===== src/rtl/core/sfc_pkg.sv =====
// sfc_pkg: shared constants and types for the SAM statistics / FASTX converter
// no dependencies; imported by the result channel interface, the top level and the bench

package sfc_pkg;

  localparam int unsigned COUNT_WIDTH = 48;  // internal counter width
  localparam int unsigned OUT_CNT_W   = 48;  // counter fields on the result beat
  localparam int unsigned COL_W       = 4;
  localparam int unsigned RUN_MAX     = 4;   // most result beats per input byte
  localparam int unsigned RUN_IDX_W   = $clog2(RUN_MAX);
  localparam int unsigned RUN_CNT_W   = $clog2(RUN_MAX + 1);

  localparam logic [COUNT_WIDTH-1:0] CNT_MAX = {COUNT_WIDTH{1'b1}};

  localparam logic [7:0] CH_TAB  = 8'h09;
  localparam logic [7:0] CH_LF   = 8'h0A;
  localparam logic [7:0] CH_AT   = 8'h40;
  localparam logic [7:0] CH_GT   = 8'h3E;
  localparam logic [7:0] CH_PLUS = 8'h2B;

  localparam logic [COL_W-1:0] COL_ID   = 4'd1;
  localparam logic [COL_W-1:0] COL_SEQ  = 4'd10;
  localparam logic [COL_W-1:0] COL_QUAL = 4'd11;
  localparam logic [COL_W-1:0] COL_MAX  = 4'd15;

  typedef enum logic [1:0] {
    FMT_NONE  = 2'd0,
    FMT_FASTQ = 2'd1,
    FMT_FASTA = 2'd2,
    FMT_SAM   = 2'd3
  } fmt_e;

  // one input byte's worth of result beats
  typedef struct packed {
    logic [RUN_MAX-1:0][7:0]  bytes;
    logic [RUN_IDX_W-1:0]     last_idx;
    logic                     byte_valid;
    logic [OUT_CNT_W-1:0]     header_lines;
    logic [OUT_CNT_W-1:0]     read_lines;
    logic [OUT_CNT_W-1:0]     sequence_bases;
  } run_t;

endpackage


===== src/rtl/core/sfc_if.sv =====
// sfc_if: valid/ready channel interfaces for the input, result and config beats
// depends on sfc_pkg for field widths

interface sfc_in_if;
  logic       valid;
  logic       ready;
  logic [7:0] in_byte;

  modport source (output valid, output in_byte, input ready);
  modport sink   (input valid, input in_byte, output ready);
endinterface

interface sfc_out_if;
  import sfc_pkg::*;
  logic                 valid;
  logic                 ready;
  logic [7:0]           out_byte;
  logic                 byte_valid;
  logic                 last_of_run;
  logic [OUT_CNT_W-1:0] header_lines;
  logic [OUT_CNT_W-1:0] read_lines;
  logic [OUT_CNT_W-1:0] sequence_bases;

  modport source (output valid, output out_byte, output byte_valid, output last_of_run,
                  output header_lines, output read_lines, output sequence_bases,
                  input ready);
  modport sink   (input valid, input out_byte, input byte_valid, input last_of_run,
                  input header_lines, input read_lines, input sequence_bases,
                  output ready);
endinterface

interface sfc_cfg_if;
  logic       valid;
  logic       ready;
  logic [1:0] fmt_sel;

  modport source (output valid, output fmt_sel, input ready);
  modport sink   (input valid, input fmt_sel, output ready);
endinterface


===== src/rtl/core/sam_stats_fastx_converter.sv =====
// sam_stats_fastx_converter: SAM byte stream statistics and FASTQ/FASTA/SAM emitter
// depends on sfc_pkg and the channel interfaces in sfc_if.sv

// Takes one SAM text byte per beat and turns it into a run of one to four result
// beats; every beat carries the header, read and base counts after that byte, and
// the final beat of a run has last_of_run set. A byte is parsed in the cycle it is
// accepted and its whole run is written into the output run register, or into the
// pending slot while a run is still going out, so a byte that yields a single beat
// flows at one byte per clock while the output is ready. A longer run holds the
// output, one beat per cycle from the run register while the output is ready; the
// pending slot takes the next byte meanwhile. Each beat is driven from the run
// register, not straight from the input. The format select may only change while
// the block is idle; config writes are always ready.

module sam_stats_fastx_converter (
  input  logic      clk_i,
  input  logic      rst_ni,
  sfc_cfg_if.sink   cfg_i,
  sfc_in_if.sink    in_i,
  sfc_out_if.source out_o
);
  import sfc_pkg::*;

  fmt_e                   fmt_q;
  logic [COL_W-1:0]       col_q, col_d;
  logic                   started_q, started_d;
  logic                   hdr_q, hdr_d;
  logic [COUNT_WIDTH-1:0] hc_q, hc_d, rc_q, rc_d, bc_q, bc_d;

  run_t                   run_q, pend_q, new_run;
  logic                   run_valid_q, pend_valid_q;
  logic [RUN_IDX_W-1:0]   k_q;

  logic [RUN_MAX-1:0][7:0] emit;
  logic [RUN_CNT_W-1:0]    n;
  logic [7:0]              c;
  logic                    seq_mode, first;
  logic                    in_fire, out_fire, run_done, load_run;

  assign cfg_i.ready = 1'b1;
  assign in_i.ready  = !pend_valid_q;
  assign in_fire     = in_i.valid && in_i.ready;
  assign out_fire    = out_o.valid && out_o.ready;
  assign run_done    = out_fire && (k_q == run_q.last_idx);
  assign load_run    = !run_valid_q || run_done;

  // parse the byte and build its run of beats
  always_comb begin
    c         = in_i.in_byte;
    seq_mode  = (fmt_q == FMT_FASTQ) || (fmt_q == FMT_FASTA);
    first     = !started_q;
    col_d     = col_q;
    started_d = started_q;
    hdr_d     = hdr_q;
    hc_d      = hc_q;
    rc_d      = rc_q;
    bc_d      = bc_q;
    emit      = '0;
    n         = '0;

    if (fmt_q == FMT_SAM) begin
      emit[n[RUN_IDX_W-1:0]] = c;
      n = n + 1'b1;
    end

    if (c == CH_LF) begin
      col_d     = COL_ID;
      started_d = 1'b0;
      if (!hdr_q && seq_mode) begin
        emit[n[RUN_IDX_W-1:0]] = CH_LF;
        n = n + 1'b1;
      end
    end else if (c == CH_TAB) begin
      if (col_q != COL_MAX) begin
        col_d = col_q + 1'b1;
      end
      started_d = 1'b0;
    end else begin
      started_d = 1'b1;
      if (col_q == COL_ID) begin
        if (first) begin
          if (c == CH_AT) begin
            hc_d = (hc_q == CNT_MAX) ? hc_q : hc_q + 1'b1;
          end else begin
            hdr_d = 1'b0;
            rc_d  = (rc_q == CNT_MAX) ? rc_q : rc_q + 1'b1;
            if (fmt_q == FMT_FASTQ) begin
              emit[n[RUN_IDX_W-1:0]] = CH_AT;
              n = n + 1'b1;
            end else if (fmt_q == FMT_FASTA) begin
              emit[n[RUN_IDX_W-1:0]] = CH_GT;
              n = n + 1'b1;
            end
          end
        end
        if (!hdr_d && seq_mode) begin
          emit[n[RUN_IDX_W-1:0]] = c;
          n = n + 1'b1;
        end
      end else if (col_q == COL_SEQ) begin
        bc_d = (bc_q == CNT_MAX) ? bc_q : bc_q + 1'b1;
        if (seq_mode) begin
          if (first) begin
            emit[n[RUN_IDX_W-1:0]] = CH_LF;
            n = n + 1'b1;
          end
          emit[n[RUN_IDX_W-1:0]] = c;
          n = n + 1'b1;
        end
      end else if (col_q == COL_QUAL) begin
        if (fmt_q == FMT_FASTQ) begin
          if (first) begin
            emit[0] = CH_LF;
            emit[1] = CH_PLUS;
            emit[2] = CH_LF;
            n = 3'd3;
          end
          emit[n[RUN_IDX_W-1:0]] = c;
          n = n + 1'b1;
        end
      end
    end

    new_run.bytes          = emit;
    new_run.byte_valid     = (n != '0);
    new_run.last_idx       = (n == '0) ? '0 : RUN_IDX_W'(n - 1'b1);
    new_run.header_lines   = OUT_CNT_W'(hc_d);
    new_run.read_lines     = OUT_CNT_W'(rc_d);
    new_run.sequence_bases = OUT_CNT_W'(bc_d);
  end

  always_ff @(posedge clk_i or negedge rst_ni) begin
    if (!rst_ni) begin
      fmt_q     <= FMT_NONE;
      col_q     <= COL_ID;
      started_q <= 1'b0;
      hdr_q     <= 1'b1;
      hc_q      <= '0;
      rc_q      <= '0;
      bc_q      <= '0;
    end else begin
      if (cfg_i.valid && cfg_i.ready) begin
        fmt_q <= fmt_e'(cfg_i.fmt_sel);
      end
      if (in_fire) begin
        col_q     <= col_d;
        started_q <= started_d;
        hdr_q     <= hdr_d;
        hc_q      <= hc_d;
        rc_q      <= rc_d;
        bc_q      <= bc_d;
      end
    end
  end

  // run register plus one pending slot
  always_ff @(posedge clk_i or negedge rst_ni) begin
    if (!rst_ni) begin
      run_valid_q  <= 1'b0;
      pend_valid_q <= 1'b0;
      k_q          <= '0;
    end else if (load_run) begin
      k_q          <= '0;
      run_valid_q  <= pend_valid_q || in_fire;
      pend_valid_q <= 1'b0;
    end else begin
      if (out_fire) begin
        k_q <= k_q + 1'b1;
      end
      if (in_fire) begin
        pend_valid_q <= 1'b1;
      end
    end
  end

  always_ff @(posedge clk_i) begin
    if (load_run) begin
      run_q <= pend_valid_q ? pend_q : new_run;
    end else if (in_fire) begin
      pend_q <= new_run;
    end
  end

  assign out_o.valid          = run_valid_q;
  assign out_o.out_byte       = run_q.bytes[k_q];
  assign out_o.byte_valid     = run_q.byte_valid;
  assign out_o.last_of_run    = (k_q == run_q.last_idx);
  assign out_o.header_lines   = run_q.header_lines;
  assign out_o.read_lines     = run_q.read_lines;
  assign out_o.sequence_bases = run_q.sequence_bases;

  a_pend_behind_run: assert property (@(posedge clk_i) disable iff (!rst_ni)
    pend_valid_q |-> run_valid_q)
    else $error("pending slot filled while run register empty");

  a_beat_in_run: assert property (@(posedge clk_i) disable iff (!rst_ni)
    run_valid_q |-> (k_q <= run_q.last_idx))
    else $error("beat index beyond end of run");

  a_run_advances: assert property (@(posedge clk_i) disable iff (!rst_ni)
    (out_fire && !run_done) |=> (run_valid_q && k_q == $past(k_q) + 1'b1))
    else $error("run did not advance to next beat");

  a_col_nonzero: assert property (@(posedge clk_i) disable iff (!rst_ni)
    col_q != '0)
    else $error("column index reached zero");

  a_header_once: assert property (@(posedge clk_i) disable iff (!rst_ni)
    !$rose(hdr_q))
    else $error("header phase re-entered");

endmodule


===== src/flat_wrapper.sv =====
// flat-port wrapper written by rule: the top's interface ports become plain ports
module sam_stats_fastx_converter_flat import sfc_pkg::*;
  (clk_i, rst_ni, cfg_i_valid, cfg_i_fmt_sel, cfg_i_ready, in_i_valid, in_i_in_byte, in_i_ready, out_o_valid, out_o_out_byte, out_o_byte_valid, out_o_last_of_run, out_o_header_lines, out_o_read_lines, out_o_sequence_bases, out_o_ready);
  sfc_cfg_if cfg_i_i ();
  sfc_in_if in_i_i ();
  sfc_out_if out_o_i ();
  input  logic clk_i;
  input  logic rst_ni;
  input wire logic [$bits(cfg_i_i.valid)-1:0] cfg_i_valid;
  input wire logic [$bits(cfg_i_i.fmt_sel)-1:0] cfg_i_fmt_sel;
  output wire logic [$bits(cfg_i_i.ready)-1:0] cfg_i_ready;
  input wire logic [$bits(in_i_i.valid)-1:0] in_i_valid;
  input wire logic [$bits(in_i_i.in_byte)-1:0] in_i_in_byte;
  output wire logic [$bits(in_i_i.ready)-1:0] in_i_ready;
  output wire logic [$bits(out_o_i.valid)-1:0] out_o_valid;
  output wire logic [$bits(out_o_i.out_byte)-1:0] out_o_out_byte;
  output wire logic [$bits(out_o_i.byte_valid)-1:0] out_o_byte_valid;
  output wire logic [$bits(out_o_i.last_of_run)-1:0] out_o_last_of_run;
  output wire logic [$bits(out_o_i.header_lines)-1:0] out_o_header_lines;
  output wire logic [$bits(out_o_i.read_lines)-1:0] out_o_read_lines;
  output wire logic [$bits(out_o_i.sequence_bases)-1:0] out_o_sequence_bases;
  input wire logic [$bits(out_o_i.ready)-1:0] out_o_ready;
  assign cfg_i_i.valid = cfg_i_valid;
  assign cfg_i_i.fmt_sel = cfg_i_fmt_sel;
  assign cfg_i_ready = cfg_i_i.ready;
  assign in_i_i.valid = in_i_valid;
  assign in_i_i.in_byte = in_i_in_byte;
  assign in_i_ready = in_i_i.ready;
  assign out_o_valid = out_o_i.valid;
  assign out_o_out_byte = out_o_i.out_byte;
  assign out_o_byte_valid = out_o_i.byte_valid;
  assign out_o_last_of_run = out_o_i.last_of_run;
  assign out_o_header_lines = out_o_i.header_lines;
  assign out_o_read_lines = out_o_i.read_lines;
  assign out_o_sequence_bases = out_o_i.sequence_bases;
  assign out_o_i.ready = out_o_ready;
  sam_stats_fastx_converter u_core (.clk_i(clk_i), .rst_ni(rst_ni), .cfg_i(cfg_i_i), .in_i(in_i_i), .out_o(out_o_i));
endmodule

===== config.mk =====
export PLATFORM = sky130hd
export DESIGN_NAME = sam_stats_fastx_converter_flat
export DESIGN_NICKNAME = d
export VERILOG_FILES = /design/src/rtl/core/sfc_pkg.sv /design/src/rtl/core/sfc_if.sv /design/src/rtl/core/sam_stats_fastx_converter.sv /design/src/flat_wrapper.sv
export SDC_FILE = /design/constraint.sdc
export NUM_CORES = 1
export LEC_CHECK = 0
export BUFFER_PORTS_ARGS = -buffer_cell sky130_fd_sc_hd__clkbuf_2
export CAP_MARGIN = 20
export CORE_MARGIN = 8
export CORE_UTILIZATION = 54
export DETAILED_ROUTE_END_ITERATION = 10
export PLACE_DENSITY_LB_ADDON = 0.3
export SYNTH_ARGS = -nofsm -noshare
export SYNTH_HDL_FRONTEND = slang
export SYNTH_SLANG_ARGS = --single-unit

===== constraint.sdc =====
create_clock -name clk_i -period 22.1 [get_ports clk_i]
set_input_delay 4.42 -clock clk_i [delete_from_list [all_inputs] [get_ports clk_i]]
set_output_delay 4.42 -clock clk_i [all_outputs]
set_load 0.02 [all_outputs]

### After elaboration in Yosys (flattened, before gate mapping)

Index checks and enable logic that the tools add are counted.

| word-level totals | value |
|---|---|
| register bits | 514 |
| bits in latches | 0 |
| RAM bits | 0 |
| bits in read-only memories | 0 |
| input bits | 15 |
| memories kept | 0 |

| cells by class | value |
|---|---|
| $add $sub $neg | 10 |
| $mul | 0 |
| divide/modulo/power cells | 0 |
| magnitude comparators | 9 |
| equal/unequal tests | 14 |
| shift operators | 0 |
| mux-type cells | 106 |
| bitwise operators | 12 |
| reductions and logical operators | 25 |

Operator list:

| cell | number |
|---|---|
| 2-to-1 mux 48 bit | 17 |
| 2-to-1 mux 32 bit | 22 |
| 2-to-1 mux 179 bit | 1 |
| adder 48 x 1 -> 48 bit (second input constant) | 3 |
| == test 48 bit (second input constant) | 3 |
| 2-to-1 mux 24 bit | 6 |
| bitwise mux 32 bit | 3 |
| 2-to-1 mux 3 bit | 28 |
| demux 8 bit (select 2 bit) | 4 |
| 2-to-1 mux 8 bit | 6 |
| AND 7 x 28 -> 28 bit | 1 |
| NOT 28 bit | 1 |
| AND 6 x 24 -> 24 bit | 1 |
| NOT 24 bit | 1 |
| 2-to-1 mux 20 bit | 1 |
| OR 5 x 20 -> 20 bit | 1 |
| binary-select mux 8 bit (select 2 bit) | 1 |
| == test 8 x 4 -> 1 bit (second input constant) | 2 |
| AND 3 x 12 -> 12 bit | 1 |
| less-than comparator 2 x 3 -> 1 bit (second input constant) | 4 |
| 2-to-1 mux 4 bit | 3 |
| NOT 12 bit | 1 |
| 2-to-1 mux 1 bit | 10 |
| adder 3 x 1 -> 3 bit (second input constant) | 3 |
| other kinds (27) | 52 |

### Logic depth before layout (Yosys ltp)

| depth | value |
|---|---|
| depth in word-level cells | 21 |
| depth in mapped cells | 13 |
| mapped depth without buffers | 12 |

### Worst setup path before layout

No wires, ideal clock.

| path | value |
|---|---|
| path kind | in2reg |
| start point | input port out_o_ready |
| end point | register u_core.pend_q[0] in the netlist's numbering (enable) |
| library setup time | 1.809 ns |
| data arrival time | 17.777 ns |
| setup slack | 2.514 ns |
| stages on the path | 3 |
| buffers on the path | 0 |
| path through | nand2_1 > nand2_1 > nor2_1 |

| between the ends | value |
|---|---|
| word-level cells in the longest chain between the ends | 5 |

RTL lines:

| what | RTL line | source |
|---|---|---|
| start: declaration | flat_wrapper.sv:22 | `input wire logic [$bits(out_o_i.ready)-1:0] out_o_ready;` |
| logical AND 1 bit | sam_stats_fastx_converter.sv:43 | `assign out_fire = out_o.valid && out_o.ready;` |
| logical AND 1 bit | sam_stats_fastx_converter.sv:44 | `assign run_done = out_fire && (k_q == run_q.last_idx);` |
| logical OR 1 bit | sam_stats_fastx_converter.sv:45 | `assign load_run = !run_valid_q \|\| run_done;` |
| NOT 1 bit (no source line) | - |  |
| AND reduction 2 bit (no source line) | - |  |
| end signal: assignment | sam_stats_fastx_converter.sv:180 | `pend_q <= new_run;` |
| end: declaration | sam_stats_fastx_converter.sv:30 | `run_t run_q, pend_q, new_run;` |

Every way passes these cells.
A chain may end at the register's enable or synchronous reset.

### Worst setup path after layout

| path | value |
|---|---|
| start point | input port in_i_in_byte[5] |
| end point | register u_core.hc_q[19] |

| between the ends | value |
|---|---|
| word-level cells in the longest chain between the ends | 6 |
| elaborated cells between the ends (all ways) | 8 |
| classes of those cells | eq/ne (3); mux (5) |

RTL lines:

| what | RTL line | source |
|---|---|---|
| start: declaration | flat_wrapper.sv:13 | `input wire logic [$bits(in_i_i.in_byte)-1:0] in_i_in_byte;` |
| == test 8 x 7 -> 1 bit | sam_stats_fastx_converter.sv:82 | `if (c == CH_AT) begin` |
| 2-to-1 mux 48 bit | sam_stats_fastx_converter.sv:82 |  |
| 2-to-1 mux 48 bit | sam_stats_fastx_converter.sv:81 | `if (first) begin` |
| 2-to-1 mux 48 bit | sam_stats_fastx_converter.sv:80 | `if (col_q == COL_ID) begin` |
| 2-to-1 mux 48 bit | sam_stats_fastx_converter.sv:73 | `end else if (c == CH_TAB) begin` |
| 2-to-1 mux 48 bit * | sam_stats_fastx_converter.sv:66 | `if (c == CH_LF) begin` |
| end signal: assignment | sam_stats_fastx_converter.sv:138 | `hc_q <= '0;` |
| end signal: assignment | sam_stats_fastx_converter.sv:149 | `hc_q <= hc_d;` |
| end: declaration | sam_stats_fastx_converter.sv:28 | `logic [COUNT_WIDTH-1:0] hc_q, hc_d, rc_q, rc_d, bc_q, bc_d;` |

Mark *: on every way between the ends. The rest lies on a longest branch, timed or not.

==> run metrics <==
R2R depth 7; RSZ-0062 raised after global routing false; Clock Skew ~0.014 ns; MaxCap Viol Count 0; worst slew pin tran roughly 1.1 ns; ys async rst share 30.35%; DRC 0; die width between 200 and 250 um; root buf cell clkbuf_16; crit path launch type input port; Starting DRT DRC Count about 1000; hold endpoint u_core.hc_q[22]$_DFFE_PN0P_; vias in the first global route ~15000; Tcrit/Tclk final 33.51%; CORE AREA about 46000 sq um; Crit Path Class in -> reg; Initial Util 54.61%; CTS clk-pin slew, worst paths approximately 0.06 ns; Post-Synthesis Cells 2056; first-pass GRT wire length 85910 um; Fill cells between 3000 and 4000; top post-synthesis cells by area edfxtp_1, dfrtp_1, mux2_2; Synth area leader edfxtp_1; drt total wl 53130 um; sequential fraction of the synthesis area around 58%; # rows 79; hold depth 1; setup_tns 0 ns; antenna violations before repair 1; fin nets 2098; relative slew slack about 29%; WP data required approximately 23 ns; fin util roughly three fifths; final setup fails 0; GR Overflow Total 0; P_leak approximately 0.011 uW; peak supply drop roughly 0.13 mV; WL/cell 19.56 um; Area Overhead vs Synth 7.985%; Cell Pwr Density 101.5 nW/um^2; mapped cell area between 20000 and 30000 sq um; CTS tree done; post-layout min period ~7.4 ns; EDFF count, synth between 300 and 400; Fin. Hold Viols 0; routability cong. just under 0.9; met2 wire length about 25000 um; synth cell count leaders edfxtp_1, nand2_1, mux2_2; Avg Inst Size Synth roughly 12 sq um; post-CTS setup buffer count 0; count leader, synth edfxtp_1; CP max FO 20; Clock Tree Buf Depth 3; Max Slew Vio Count 0; syn nets ~2100; detailed placer's ending HPWL 35580 um; die area 54170 sq um; CTS Hold Bufs 0; I/O Pins approximately 170; Clock Sinks about 510; Yosys warnings 0; post-synth cell types a little over 80; outcome completed; Main synth FF type edfxtp_1; Peak Freq about 140 MHz; IO Port Bufs 170; clk_lat worst skew 0.60 ns; R2R Path End u_core.pend_q[35]$_DFFE_PP_; remaining antenna violation count 0; top routing layer used met4; crit path DAT ~7.9 ns; layout cells sized above 1 between 20% and 30%; CTS resizes 0; Total GRT Usage about 20%; metal3 WL ~2800 um; CP endpoint kind flip-flop; drt pass-1 iters 5; wl on met1 around 24000 um; DR vias 15270; Num CTS Buffers 53; HP Class reg -> reg; Die H 232.8 um; Yosys reg bits 514; Hold Startpoint u_core.hc_q[22]$_DFFE_PN0P_; via-per-instance ratio roughly 5.6; top-area cell type share of the netlist area 42.38%; largest net degree at the start of global routing 94; # H-tree levels 2; FF-to-FF Start u_core.k_q[0]$_DFFE_PN0P_; reg2reg setup slack 17.98 ns
critical path, cell delays in order:
cell      delay, ns
clkbuf_2       0.14
or4_1          0.69
nor4_1         0.84
o31a_1         0.90
nand2_1        0.50
nor2_1         0.25
xor2_1         0.16
cells by family (layout without fill, tap and decap cells):
| group | Yosys count | in the layout | synth area share [%] |
|---|---|---|---|
| flops | 514 | 514 | 57.77 |
| other cells | 1 | 2 | 0.01478 |
| xor+xnor | 284 | 284 | 9.834 |
| compound gates | 130 | 130 | 3.566 |
| simple gates | 659 | 659 | 12.97 |
| buf+inv | 257 | 309 | 6.037 |
| fa+ha+maj | 20 | 20 | 0.9864 |
| mux | 191 | 191 | 8.823 |
report_power, final:
group | total [uW] | switching (uW) | leakage, uW | internal [uW]
clock | 885 | 373 | 0.000841 | 511
sequential | 1320 | 59.0 | 0.00543 | 1260
combinational | 575 | 369 | 0.00439 | 206
cell type report:
| class | instances | area, sq um | area share [%] |
|---|---|---|---|
| Timing Repair Buffer | 185 | 967.2 | 3.530 |
| Clock buffer | 68 | 1455 | 5.312 |
| Tap cell | 607 | 759.5 | 2.772 |
| Multi-Input combinational cell | 1285 | 9199 | 33.58 |
| Sequential cell | 514 | 14660 | 53.50 |
| Inverter | 24 | 95.09 | 0.3471 |
| Antenna cell | 1 | 2.502 | 0.009135 |
| Clock inverter | 32 | 260.3 | 0.9500 |
how the worst max path moves through the flow:
stage,startpoint,cells past startpoint,slack (ns),end
CTS,in_i_in_byte[5],7,14.73,u_core.hc_q[19]$_DFFE_PN0P_
finish,in_i_in_byte[5],7,14.69,u_core.hc_q[19]$_DFFE_PN0P_
global route,in_i_in_byte[4],7,14.48,u_core.hc_q[14]$_DFFE_PN0P_
floorplan,out_o_ready,3,2.51,u_core.pend_q[0]$_DFFE_PP_
global placement,in_i_in_byte[5],7,14.17,u_core.hc_q[25]$_DFFE_PN0P_
detailed placement,in_i_in_byte[5],7,14.12,u_core.hc_q[19]$_DFFE_PN0P_
state kept, by name (all words and copies together), names as in the netlist:
name	flops
u_core.pend_q	179
u_core.bc_q	48
u_core.hc_q	48
u_core.out_o.header_lines	48
u_core.out_o.read_lines	48
u_core.out_o.sequence_bases	48
u_core.rc_q	48
u_core.run_q	34
u_core.col_q	4
u_core.fmt_q	2
u_core.k_q	2
u_core.hdr_q	1
u_core.out_o.byte_valid	1
u_core.out_o.valid	1
u_core.pend_valid_q	1
u_core.started_q	1
stage by stage:
stage          cells  power, uW  hold WS [ns]  worst slack [ns]  area (sq um)
2_1_floorplan   2056       1860        0.4732             2.514         25370
3_3_place_gp    2614       1919        0.4907             14.17         25670
3_5_place_dp    2614       1932        0.4978             14.12         25670
4_1_cts         2714       2822        0.5098             14.73         27390
5_1_grt         2716       2903        0.5337             14.48         27400
6_report        2716       2781        0.5051             14.69         27400
cells in the final DEF (no fill, tap or decap), types with 8 or more instances in the layout:
cell,synthesis,final
edfxtp_1,358,358
nand2b_1,13,13
xnor2_1,159,159
nand4_1,66,66
a21oi_1,32,32
xor2_1,124,124
clkbuf_2,0,170
nor2_1,142,141
and2_1,28,28
o31ai_1,8,8
nor3_1,38,38
inv_1,23,23
mux2_2,177,177
clkbuf_16,0,55
ha_1,20,20
and4_1,16,16
clkinv_1,0,13
and3_1,31,31
clkinv_2,0,10
clkbuf_1,74,10
nand3_1,73,73
dfrtp_1,154,154
nor4_1,17,17
o21a_1,10,10
nand2_1,186,185
buf_4,148,14
o21ai_0,26,26
mux4_2,8,8
routing by layer:
| metal | vias up | global-route usage [%] |
|---|---|---|
| li1 | 7225 | - |
| met1 | 7582 | 27.80 |
| met2 | 373 | 30.54 |
| met3 | 86 | 3.556 |
| met4 | 0 | 6.667 |
| met5 | - | 0 |
Note: power is estimated with default switching activity, not from simulation.
